<file path="config.mk">
export PLATFORM = sky130hd
export DESIGN_NAME = multi_stack_shared_store_top
export DESIGN_NICKNAME = d
export VERILOG_FILES = /design/src/msss_pkg.sv /design/src/multi_stack_shared_store_top.sv /design/src/msss_ram.sv
export SDC_FILE = /design/constraint.sdc
export NUM_CORES = 1
export LEC_CHECK = 0
export BUFFER_PORTS_ARGS = -buffer_cell sky130_fd_sc_hd__buf_2
export CORE_ASPECT_RATIO = 0.75
export CORE_MARGIN = 2
export CORE_UTILIZATION = 30
export CTS_BUF_LIST = sky130_fd_sc_hd__clkbuf_2 sky130_fd_sc_hd__clkbuf_4 sky130_fd_sc_hd__clkbuf_8
export CTS_CLUSTER_DIAMETER = 80
export DETAILED_ROUTE_END_ITERATION = 8
export HOLD_SLACK_MARGIN = 0.06
export PLACE_DENSITY_LB_ADDON = 0.12
export SLEW_MARGIN = 20
export SYNTH_ARGS = -nofsm -noshare
export SYNTH_HDL_FRONTEND = slang
export SYNTH_SLANG_ARGS = --single-unit
</file>
<file path="constraint.sdc">
create_clock -name clk -period 6 [get_ports clk]
set_input_delay 0.9 -clock clk [delete_from_list [all_inputs] [get_ports clk]]
set_output_delay 0.9 -clock clk [all_outputs]
set_load 0.03 [all_outputs]
</file>
<file path="src/msss_pkg.sv">
// shared constants, types and helpers for the multi-stack shared store
`default_nettype none

package msss_pkg;

  localparam int NUM_STACKS = 4;
  localparam int CAPACITY   = 16;

  localparam int DATA_W    = 32;
  localparam int ID_W      = 2;
  localparam int STATUS_W  = 2;
  localparam int ADDR_W    = (CAPACITY > 1) ? $clog2(CAPACITY) : 1;
  localparam int PTR_W     = $clog2(CAPACITY + 1);
  localparam int STK_IDX_W = (NUM_STACKS > 1) ? $clog2(NUM_STACKS) : 1;

  localparam logic [PTR_W-1:0]    NULL_PTR        = PTR_W'(CAPACITY);
  localparam logic [DATA_W-1:0]   UNDERFLOW_VALUE = 32'h7fff_ffff;

  localparam logic                ACT_PUSH = 1'b0;
  localparam logic                ACT_POP  = 1'b1;

  localparam logic [STATUS_W-1:0] STATUS_OK        = 2'd0;
  localparam logic [STATUS_W-1:0] STATUS_OVERFLOW  = 2'd1;
  localparam logic [STATUS_W-1:0] STATUS_UNDERFLOW = 2'd2;

  typedef enum logic {
    ST_IDLE,
    ST_EXEC
  } state_t;

  // any pointer at or above the capacity counts as null
  function automatic logic [PTR_W-1:0] norm_ptr(input logic [PTR_W-1:0] p);
    return (p >= NULL_PTR) ? NULL_PTR : p;
  endfunction

endpackage

`default_nettype wire

</file>
<file path="src/multi_stack_shared_store_top.sv">
// several lifo stacks sharing one slot store with a linked free list
// usage:
//   input channel (in_valid/in_ready): one word carries in_action (push or pop),
//   in_stack_id and in_value. result channel (out_valid/out_ready): one word per
//   input word with out_popped_value and out_status (ok, overflow, underflow).
//   an input word is read out of the link and data rams at the edge that accepts
//   it and updated in its update cycle, which loads its result into the output
//   register. a new word is taken only once the last one is updated, set by the
//   read-modify-write of the link ram (registered read, then write back).
//   in_ready is high whenever no word is being processed, even while a finished
//   result still waits in the output register; if the receiver stalls, the word
//   in process holds in its update cycle until the output register frees up.
//   reset (rst_n low, synchronous) empties every stack and chains all slots
//   onto the free list; a fill count stands in for the initial link contents,
//   so no clearing pass is needed and words are taken straight after reset.
`default_nettype none

module multi_stack_shared_store_top (
  input  wire logic                           clk,
  input  wire logic                           rst_n,
  input  wire logic                           in_valid,
  output logic                                in_ready,
  input  wire logic                           in_action,
  input  wire logic [msss_pkg::ID_W-1:0]      in_stack_id,
  input  wire logic signed [msss_pkg::DATA_W-1:0] in_value,
  output logic                                out_valid,
  input  wire logic                           out_ready,
  output logic signed [msss_pkg::DATA_W-1:0]  out_popped_value,
  output logic [msss_pkg::STATUS_W-1:0]       out_status
);

  msss_pkg::state_t state_r, state_nxt;

  logic                              in_fire;
  logic                              exec_fire;

  // words held for the update cycle
  logic                              op_r;
  logic [msss_pkg::STK_IDX_W-1:0]    sid_r;
  logic [msss_pkg::DATA_W-1:0]       value_r;
  logic [msss_pkg::PTR_W-1:0]        slot_r;
  logic                              ok_r;

  // pointer state
  logic [msss_pkg::PTR_W-1:0]        tops_r [msss_pkg::NUM_STACKS];
  logic [msss_pkg::PTR_W-1:0]        free_head_r, free_head_nxt;
  logic [msss_pkg::PTR_W-1:0]        fill_r, fill_nxt;

  logic                              out_valid_r;
  logic [msss_pkg::DATA_W-1:0]       out_value_r;
  logic [msss_pkg::STATUS_W-1:0]     out_status_r;

  logic                              sel_exists;
  logic [msss_pkg::STK_IDX_W-1:0]    sel_idx;
  logic [msss_pkg::PTR_W-1:0]        sel_top;
  logic [msss_pkg::PTR_W-1:0]        sel_slot;

  logic [msss_pkg::PTR_W-1:0]        link_q;
  logic [msss_pkg::PTR_W-1:0]        link_val;
  logic [msss_pkg::PTR_W-1:0]        link_wdata;
  logic                              link_we;
  logic [msss_pkg::DATA_W-1:0]       data_q;
  logic                              data_we;
  logic                              slot_fresh;

  // ---------------- state machine ----------------
  always_comb begin
    state_nxt = state_r;
    case (state_r)
      msss_pkg::ST_IDLE: begin
        if (in_valid) begin
          state_nxt = msss_pkg::ST_EXEC;
        end
      end
      msss_pkg::ST_EXEC: begin
        if (!out_valid_r || out_ready) begin
          state_nxt = msss_pkg::ST_IDLE;
        end
      end
      default: state_nxt = msss_pkg::ST_IDLE;
    endcase
  end

  always_comb begin
    in_ready  = 1'b0;
    exec_fire = 1'b0;
    case (state_r)
      msss_pkg::ST_IDLE: in_ready  = 1'b1;
      msss_pkg::ST_EXEC: exec_fire = !out_valid_r || out_ready;
      default: begin
        in_ready  = 1'b0;
        exec_fire = 1'b0;
      end
    endcase
  end

  assign in_fire = in_valid && in_ready;

  always_ff @(posedge clk) begin
    if (!rst_n) begin
      state_r <= msss_pkg::ST_IDLE;
    end else begin
      state_r <= state_nxt;
    end
  end

  // ---------------- accept: pick the slot and start the reads ----------------
  assign sel_exists = 32'(in_stack_id) < 32'(msss_pkg::NUM_STACKS);
  assign sel_idx    = msss_pkg::STK_IDX_W'(in_stack_id);
  assign sel_top    = sel_exists ? tops_r[sel_idx] : msss_pkg::NULL_PTR;
  assign sel_slot   = (in_action == msss_pkg::ACT_PUSH) ? free_head_r : sel_top;

  always_ff @(posedge clk) begin
    if (in_fire) begin
      op_r    <= in_action;
      sid_r   <= sel_idx;
      value_r <= in_value;
      slot_r  <= sel_slot;
      ok_r    <= sel_exists && (sel_slot < msss_pkg::NULL_PTR);
    end
  end

  // ---------------- update cycle ----------------
  // slots never handed out yet read as linked to the next slot, their reset link
  assign slot_fresh = slot_r >= fill_r;
  assign link_val   = slot_fresh ? (slot_r + msss_pkg::PTR_W'(1)) : link_q;
  assign link_we    = exec_fire && ok_r;
  assign link_wdata = (op_r == msss_pkg::ACT_PUSH) ? tops_r[sid_r] : free_head_r;
  assign data_we    = exec_fire && ok_r && (op_r == msss_pkg::ACT_PUSH);

  always_comb begin
    free_head_nxt = free_head_r;
    fill_nxt      = fill_r;
    if (link_we) begin
      if (op_r == msss_pkg::ACT_PUSH) begin
        free_head_nxt = msss_pkg::norm_ptr(link_val);
        if (slot_fresh) begin
          fill_nxt = fill_r + msss_pkg::PTR_W'(1);
        end
      end else begin
        free_head_nxt = slot_r;
      end
    end
  end

  always_ff @(posedge clk) begin
    if (!rst_n) begin
      free_head_r <= '0;
      fill_r      <= '0;
      for (int i = 0; i < msss_pkg::NUM_STACKS; i++) begin
        tops_r[i] <= msss_pkg::NULL_PTR;
      end
    end else begin
      free_head_r <= free_head_nxt;
      fill_r      <= fill_nxt;
      if (link_we) begin
        if (op_r == msss_pkg::ACT_PUSH) begin
          tops_r[sid_r] <= slot_r;
        end else begin
          tops_r[sid_r] <= msss_pkg::norm_ptr(link_val);
        end
      end
    end
  end

  msss_ram #(
    .WIDTH (msss_pkg::PTR_W),
    .DEPTH (msss_pkg::CAPACITY)
  ) u_link_ram (
    .clk   (clk),
    .we    (link_we),
    .waddr (slot_r[msss_pkg::ADDR_W-1:0]),
    .wdata (link_wdata),
    .re    (in_fire),
    .raddr (sel_slot[msss_pkg::ADDR_W-1:0]),
    .rdata (link_q)
  );

  msss_ram #(
    .WIDTH (msss_pkg::DATA_W),
    .DEPTH (msss_pkg::CAPACITY)
  ) u_data_ram (
    .clk   (clk),
    .we    (data_we),
    .waddr (slot_r[msss_pkg::ADDR_W-1:0]),
    .wdata (value_r),
    .re    (in_fire),
    .raddr (sel_slot[msss_pkg::ADDR_W-1:0]),
    .rdata (data_q)
  );

  // ---------------- output register ----------------
  always_ff @(posedge clk) begin
    if (!rst_n) begin
      out_valid_r <= 1'b0;
    end else if (exec_fire) begin
      out_valid_r <= 1'b1;
    end else if (out_ready) begin
      out_valid_r <= 1'b0;
    end
  end

  always_ff @(posedge clk) begin
    if (exec_fire) begin
      if (op_r == msss_pkg::ACT_PUSH) begin
        out_value_r  <= '0;
        out_status_r <= ok_r ? msss_pkg::STATUS_OK : msss_pkg::STATUS_OVERFLOW;
      end else begin
        out_value_r  <= ok_r ? data_q : msss_pkg::UNDERFLOW_VALUE;
        out_status_r <= ok_r ? msss_pkg::STATUS_OK : msss_pkg::STATUS_UNDERFLOW;
      end
    end
  end

  assign out_valid        = out_valid_r;
  assign out_popped_value = out_value_r;
  assign out_status       = out_status_r;

`ifndef SYNTHESIS
  a_fill_bound: assert property (@(posedge clk) disable iff (!rst_n)
    fill_r <= msss_pkg::PTR_W'(msss_pkg::CAPACITY))
    else $error("fill count beyond capacity");

  a_free_head_norm: assert property (@(posedge clk) disable iff (!rst_n)
    free_head_r < msss_pkg::NULL_PTR || free_head_r == msss_pkg::NULL_PTR)
    else $error("free head not normalised");

  a_pop_written_slot: assert property (@(posedge clk) disable iff (!rst_n)
    (state_r == msss_pkg::ST_EXEC && ok_r && op_r == msss_pkg::ACT_POP)
      |-> (slot_r < fill_r))
    else $error("pop reads a slot never handed out");

  a_result_after_exec: assert property (@(posedge clk) disable iff (!rst_n)
    $rose(out_valid_r) |-> $past(state_r == msss_pkg::ST_EXEC))
    else $error("result without an update cycle");

  a_no_accept_in_exec: assert property (@(posedge clk) disable iff (!rst_n)
    in_fire |=> (state_r == msss_pkg::ST_EXEC && !in_ready))
    else $error("word accepted while another is in process");
`endif

endmodule

`default_nettype wire

</file>
<file path="src/msss_ram.sv">
// generic simple dual-port ram with registered read
`default_nettype none

module msss_ram #(
  parameter int WIDTH = 32,
  parameter int DEPTH = 16
) (
  input  wire logic                                   clk,
  input  wire logic                                   we,
  input  wire logic [((DEPTH > 1) ? $clog2(DEPTH) : 1)-1:0] waddr,
  input  wire logic [WIDTH-1:0]                       wdata,
  input  wire logic                                   re,
  input  wire logic [((DEPTH > 1) ? $clog2(DEPTH) : 1)-1:0] raddr,
  output logic      [WIDTH-1:0]                       rdata
);

  logic [WIDTH-1:0] mem [DEPTH];

  always_ff @(posedge clk) begin
    if (we) begin
      mem[waddr] <= wdata;
    end
    if (re) begin
      rdata <= mem[raddr];
    end
  end

endmodule

`default_nettype wire

</file>
==> results of run 1 <==
flip-flops by register name (all words and copies together), names as in the netlist, named ones only:
| signal | flops |
|---|---|
| fill_r | 5 |
| free_head_r | 5 |
| ok_r | 1 |
| op_r | 1 |
| out_popped_value | 32 |
| out_status | 2 |
| out_valid | 1 |
| sid_r | 2 |
| slot_r | 5 |
| state_r | 1 |
| tops_r | 20 |
| u_data_ram.mem | 512 |
| u_data_ram.rdata | 32 |
| u_link_ram.mem | 80 |
| u_link_ram.rdata | 5 |
| value_r | 32 |
final cells by class:
cell class | instances | area (µm²) | area share (%)
Antenna cell | 1 | 2.50 | 0.00772
Clock buffer | 157 | 1930 | 5.95
Clock inverter | 61 | 349 | 1.08
Inverter | 45 | 169 | 0.521
Multi-Input combinational cell | 489 | 5710 | 17.6
Sequential cell | 738 | 22000 | 68.0
Tap cell | 1237 | 1550 | 4.78
Timing Repair Buffer | 108 | 678 | 2.09
cells by family (layout without fill, tap and decap cells):
group,Yosys count,count (layout),synth area share [%]
DFF,738,738,78.5
muxes,166,166,13.0
and+or+nand+nor,159,159,2.45
AOI/OAI and AO/OA,148,148,3.56
buffers and inverters,111,371,1.84
adders and majority gates,10,10,0.446
xor gates and xnor gates,6,6,0.187
other,0,1,0
layer usage:
layer / routed length (µm) / vias up / GRT usage [%]
li1: - / 5843 / -
met1: 34500 / 7295 / 22.0
met2: 32100 / 342 / 22.9
met3: 3160 / 121 / 2.73
met4: 1580 / 0 / 4.29
met5: 0 / - / 0
critical path, cell delays in order:
cell	delay [ns]
buf_2	0.17
mux4_2	0.37
mux2_8	0.74
buf_4	0.78
mux4_2	0.41
a22oi_1	0.33
nand2_1	0.10
power groups by stage:
stage | Combinational [µW] | Sequential [µW] | Clock, µW
2_1_floorplan | 427 | 5980 | 0
5_1_grt | 722 | 5900 | 4540
3_5_place_dp | 674 | 6000 | 0
6_report | 660 | 5890 | 4190
4_1_cts | 676 | 5890 | 4350
3_3_place_gp | 674 | 6000 | 0
worst max-delay path by stage:
| stage | start | endpoint | slack (ns) | cells after the start |
|---|---|---|---|---|
| final | in_stack_id[0] | u_data_ram.rdata[3] | 2.54 | 7 |
| after global routing | in_stack_id[0] | u_data_ram.rdata[3] | 2.42 | 7 |
| after CTS | tops_r[2][1] | u_data_ram.rdata[3] | 2.56 | 6 |
| after detailed placement | in_stack_id[0] | u_data_ram.rdata[3] | 1.74 | 7 |
| after global placement | in_stack_id[0] | u_data_ram.rdata[3] | 1.75 | 7 |
| after floorplan | in_valid | register | 0.92 | 2 |
cells in the final DEF, fill, tap and decap left out, types with 14 or more instances in the layout:
master    instances
clkinv_1         38
inv_1            44
buf_2            74
clkbuf_4         37
edfxtp_1        724
dfxtp_1          14
clkinv_2         17
clkbuf_8        120
buf_4            30
mux4_2          158
a21oi_1          41
nand2_1          69
nor2_1           35
a22oi_1          76
per-stage QoR:
stage / hold slack [ns] / instance area (µm²) / power, µW / cells
after floorplan: 0.479 / 28000 / 6410 / 1338
after global placement: 0.550 / 30100 / 6670 / 2615
after detailed placement: 0.546 / 30100 / 6680 / 2616
after CTS: 0.256 / 32400 / 10900 / 2834
after global routing: 0.278 / 32400 / 11200 / 2836
final: 0.343 / 32400 / 10700 / 2836
==> flow_summary.json, run 1 <==
{
  "place_hpwl_um": 37000,
  "synth_edf_count": 724,
  "tns_ns": 0,
  "min_from": "in_value[16]",
  "die_y_um": 269,
  "p_clk_share_pct": 39.0,
  "cp.arrival_ns": 3.94,
  "portBuffers": 74,
  "wirelength_um": 71400,
  "status": "completed",
  "drv_cap": 0,
  "r2r_slack_ns": 2.59,
  "cts_root_buf": "clkbuf_8",
  "cts_max_level": 3,
  "switching_share_pct": 23.1,
  "cp_max_fo": 96,
  "ys_ff_latch": 738,
  "synth_warnings": 0,
  "cts_setup_buffers": 0,
  "yosys_most_used_dff": "edfxtp_1",
  "synth_fp_nets": 1387,
  "io_pins": 75,
  "track_usage_pct": 15.0,
  "synth_top_area_share_pct": 77.5,
  "synth_area_mm2": 0.0280,
  "clock.fmax_ghz": 0.289,
  "reg2reg_depth": 6,
  "slew_viol_final": 0,
  "post-synth-top-area-cell": "edfxtp_1",
  "ys_types": 42,
  "yosysMostFrequentCell": "edfxtp_1",
  "pre_cts_ws_ns": 1.74,
  "crit_path_end_kind": "register",
  "synth_common_cells": "edfxtp_1 (724), mux4_2 (158), a22oi_1 (76)",
  "hold_class": "input port to register",
  "setup_viol": 0,
  "pwr_density_cell_mw_per_mm2": 332,
  "gp_congestion": 0.724,
  "dr.pass1.iters": 5,
  "holdPathEnd": "value_r[16]",
  "start_util_pct": 30.2,
  "p_sw_uw": 2480,
  "row_count": 97,
  "synthCells": 1338,
  "grt_pass1_vias": 14300,
  "fillerInstances": 8767,
  "setup_slack_ns": 2.54,
  "clock_path_buffers": 3,
  "final_util_pct": 34.9,
  "leakage_uw": 0.0103,
  "cts_inserted_buffers": 118,
  "num-nets-final": 1549,
  "die_area_mm2": 0.0960,
  "detail_route.wl_per_cell_um": 25.2,
  "fin_skew_ns": 0.0461,
  "grt-ovfl-total": 0,
  "ctsHoldBuffers": 0,
  "area_growth_pct": 15.5,
  "drc": 0,
  "grt_antenna_before_repair": 1,
  "grt_max_degree": 97,
  "core_area_mm2": 0.0930,
  "die_w_um": 357,
  "critPathRequiredTime_ns": 6.48,
  "worst_ir_drop_vdd_mv": 0.153,
  "finalCriticalPeriod_ns": 3.46,
  "crit_type": "input port to register",
  "seqPwrFrac_pct": 54.8,
  "combPwrFrac_pct": 6.1,
  "intPower_uw": 8260,
  "cts_tree": "yes",
  "r2r-start": "tops_r[2][1]",
  "ys_top_cells_by_area": "edfxtp_1 (78%), mux4_2 (13%), a22oi_1 (2.0%)",
  "ys_seq_area_share_pct": 78.5,
  "drive_above_1_share_pct": 30.0,
  "ant_nets": 0,
  "relSlewSlack_pct": 27.4,
  "vias": 13600,
  "rsz0062_at_grt": "false",
  "post_drt_via_cell_ratio": 4.80,
  "clk_pin_slew_ns": 0.06,
  "synth.avg_cell_area_um2": 21.0,
  "grt_pass1_wl_um": 103000,
  "tightest_slew_ns": 1.09,
  "clkSinkCount": 738,
  "cts_resized": 0,
  "hold_violations": 0,
  "timing.rr.end": "u_data_ram.rdata[3]",
  "timing.final.crit_share_pct": 57.7,
  "clock_latency_ns": 0.74,
  "drt-initial-drc-count": 1093,
  "worst_setup_path_start_kind": "input port",
  "min_path_cells": 1,
  "synthArstFlopShare_pct": 0
}
(Power assumes the default switching activity.)
==> run 2: changes to the inputs <==
clock period = 3 ns   (was 6 ns; I/O delays follow)
==> run 2 against run 1 <==
Compared with the run above: clock power grew 100%; critical path depth grew 1; die area is the same; final area grew 3.2%; first-iteration DRC count shrank 0.27%; clock skew shrank 0.0019 ns; non-clock buffer count grew 74; worst setup slack lost 2.2 ns; register-to-register slack lost 2.2 ns; clock-buffer cell count grew 1; global-route usage grew 0.30 points; critical path type is now register to register; largest power group unchanged.
==> flow_summary.json, run 2 (synthesis results as in run 1) <==
{
  "worst_setup_path_start_kind": "register",
  "timing.final.crit_share_pct": 88.5,
  "place_hpwl_um": 39300,
  "die_y_um": 269,
  "clock_path_buffers": 3,
  "hold_class": "input port to register",
  "cts_inserted_buffers": 118,
  "clock.fmax_ghz": 0.377,
  "area_growth_pct": 19.2,
  "finalCriticalPeriod_ns": 2.65,
  "setup_viol": 0,
  "ant_nets": 0,
  "grt_pass1_vias": 14500,
  "dr.pass1.iters": 4,
  "post_drt_via_cell_ratio": 4.75,
  "pwr_density_cell_mw_per_mm2": 649,
  "slew_viol_final": 0,
  "start_util_pct": 30.2,
  "critPathSlowestCell": "edfxtp_1",
  "portBuffers": 74,
  "critPathRequiredTime_ns": 3.47,
  "drv_cap": 0,
  "cts_tree": "yes",
  "rsz0062_at_grt": "false",
  "detail_route.wl_per_cell_um": 25.1,
  "gp_congestion": 0.739,
  "final_common_cell": "edfxtp_1",
  "crit_type": "register to register",
  "status": "completed",
  "cts_setup_buffers": 0,
  "wirelength_um": 72900,
  "final_cells": 2907,
  "die_area_mm2": 0.0960,
  "cts_root_buf": "clkbuf_8",
  "critPathBufInv": 1,
  "worstPathCellList": "inv_1, ha_1, nand2b_1, a31oi_1, o21ai_1, a22o_1, a22oi_1, nor2_1",
  "relSlewSlack_pct": 43.8,
  "reg_top3": "u_data_ram.mem x512, u_link_ram.mem x80",
  "vias": 13800,
  "track_usage_pct": 15.3,
  "largest_reg_flops": 512,
  "clkSinkCount": 738,
  "final_cell_mix": "edfxtp_1 (724), mux4_2 (158), clkbuf_8 (119)",
  "crit_path_end_kind": "register",
  "grt_pass1_wl_um": 104000,
  "cp_max_fo": 7,
  "fin_skew_ns": 0.0442,
  "cp.arrival_ns": 3.12,
  "io_pins": 75,
  "top_register": "u_data_ram.mem",
  "placedCellCount": 2656,
  "grt_max_degree": 61,
  "row_count": 97,
  "worst_ir_drop_vdd_mv": 0.340,
  "num-nets-final": 1623,
  "die_w_um": 357,
  "leakage_uw": 0.0107,
  "grt-ovfl-total": 0,
  "drc": 0,
  "tightest_slew_ns": 0.839,
  "grt_antenna_before_repair": 1,
  "core_area_mm2": 0.0930,
  "slowest_delay_ns": 0.49,
  "clk_pin_slew_ns": 0.06,
  "path_delay_family": "compound AO/OA/AOI/OAI gates",
  "hold_violations": 0,
  "drt-initial-drc-count": 1090,
  "drive_above_1_share_pct": 31.3,
  "clock_latency_ns": 0.75,
  "tns_ns": 0,
  "cts_max_level": 3
}
-- run 2: cell count changes in the layout (fill, tap and decap cells not counted), moves of 2 or more --
cell,previous run,this run
buf_4,30,40
nor3_2,4,0
clkinv_1,38,29
inv_8,0,2
diode_2,1,3
dlygate4sd3_1,0,35
buf_12,2,33
nor3_4,0,4
clkbuf_4,37,39
-- run 2: worst reg2reg max path: stages (launching register included) --
cell,delay [ns]
edfxtp_1,0.49
inv_1,0.16
ha_1,0.30
nand2b_1,0.14
a31oi_1,0.26
o21ai_1,0.25
a22o_1,0.26
a22oi_1,0.42
nor2_1,0.11
-- run 2: where the power goes --
group / internal (µW) / switching, µW / total [µW]
clock: 4430 / 4010 / 8440
combinational: 613 / 856 / 1470
sequential: 11600 / 194 / 11800
total: 16600 / 5060 / 21700
-- run 2: through the flow --
stage	hold WS [ns]	cell area, µm²	util (%)	setup slack, ns	total power, µW
2_1_floorplan	0.479	28100	-	-0.0416	12800
3_3_place_gp	0.529	30800	33.1	0.0927	13400
3_5_place_dp	0.533	30800	33.1	0.0930	13500
4_1_cts	0.0654	33400	36.0	0.359	22000
5_1_grt	0.124	33400	36.0	0.169	22600
6_report	0.145	33400	36.0	0.345	21700
-- run 2: timing repair --
item	CTS	global route
gates resized for setup	0	0
hold buffers	35	0
hold endpoints to repair	36	0
-- run 2: final cells by class --
cell class,count,area [µm²]
tap,1237,1550
fill,8715,59500
clock inverter,55,347
antenna,3,7.51
timing repair buffer,182,1680
inverter,45,169
multi-input combinational,489,5730
sequential,738,22000
clock buffer,158,1930
-- run 2: per-layer routing --
layer | share of wire [%] | vias up | GRT usage (%)
met5 | 0 | - | 0
met4 | 2.4 | 0 | 4.39
met1 | 48 | 7341 | 22.3
met2 | 45 | 352 | 23.3
li1 | - | 5988 | -
met3 | 4.6 | 122 | 3.11
-- run 2: final timing paths --
check,to,start,depth (start not counted),slack [ns]
setup / recovery,tops_r[1][3],slot_r[0],8,0.35
hold / removal,fill_r[4],rst_n,2,0.15
setup reg to reg,tops_r[1][3],slot_r[0],8,0.35
hold reg to reg,free_head_r[0],free_head_r[0],1,0.55
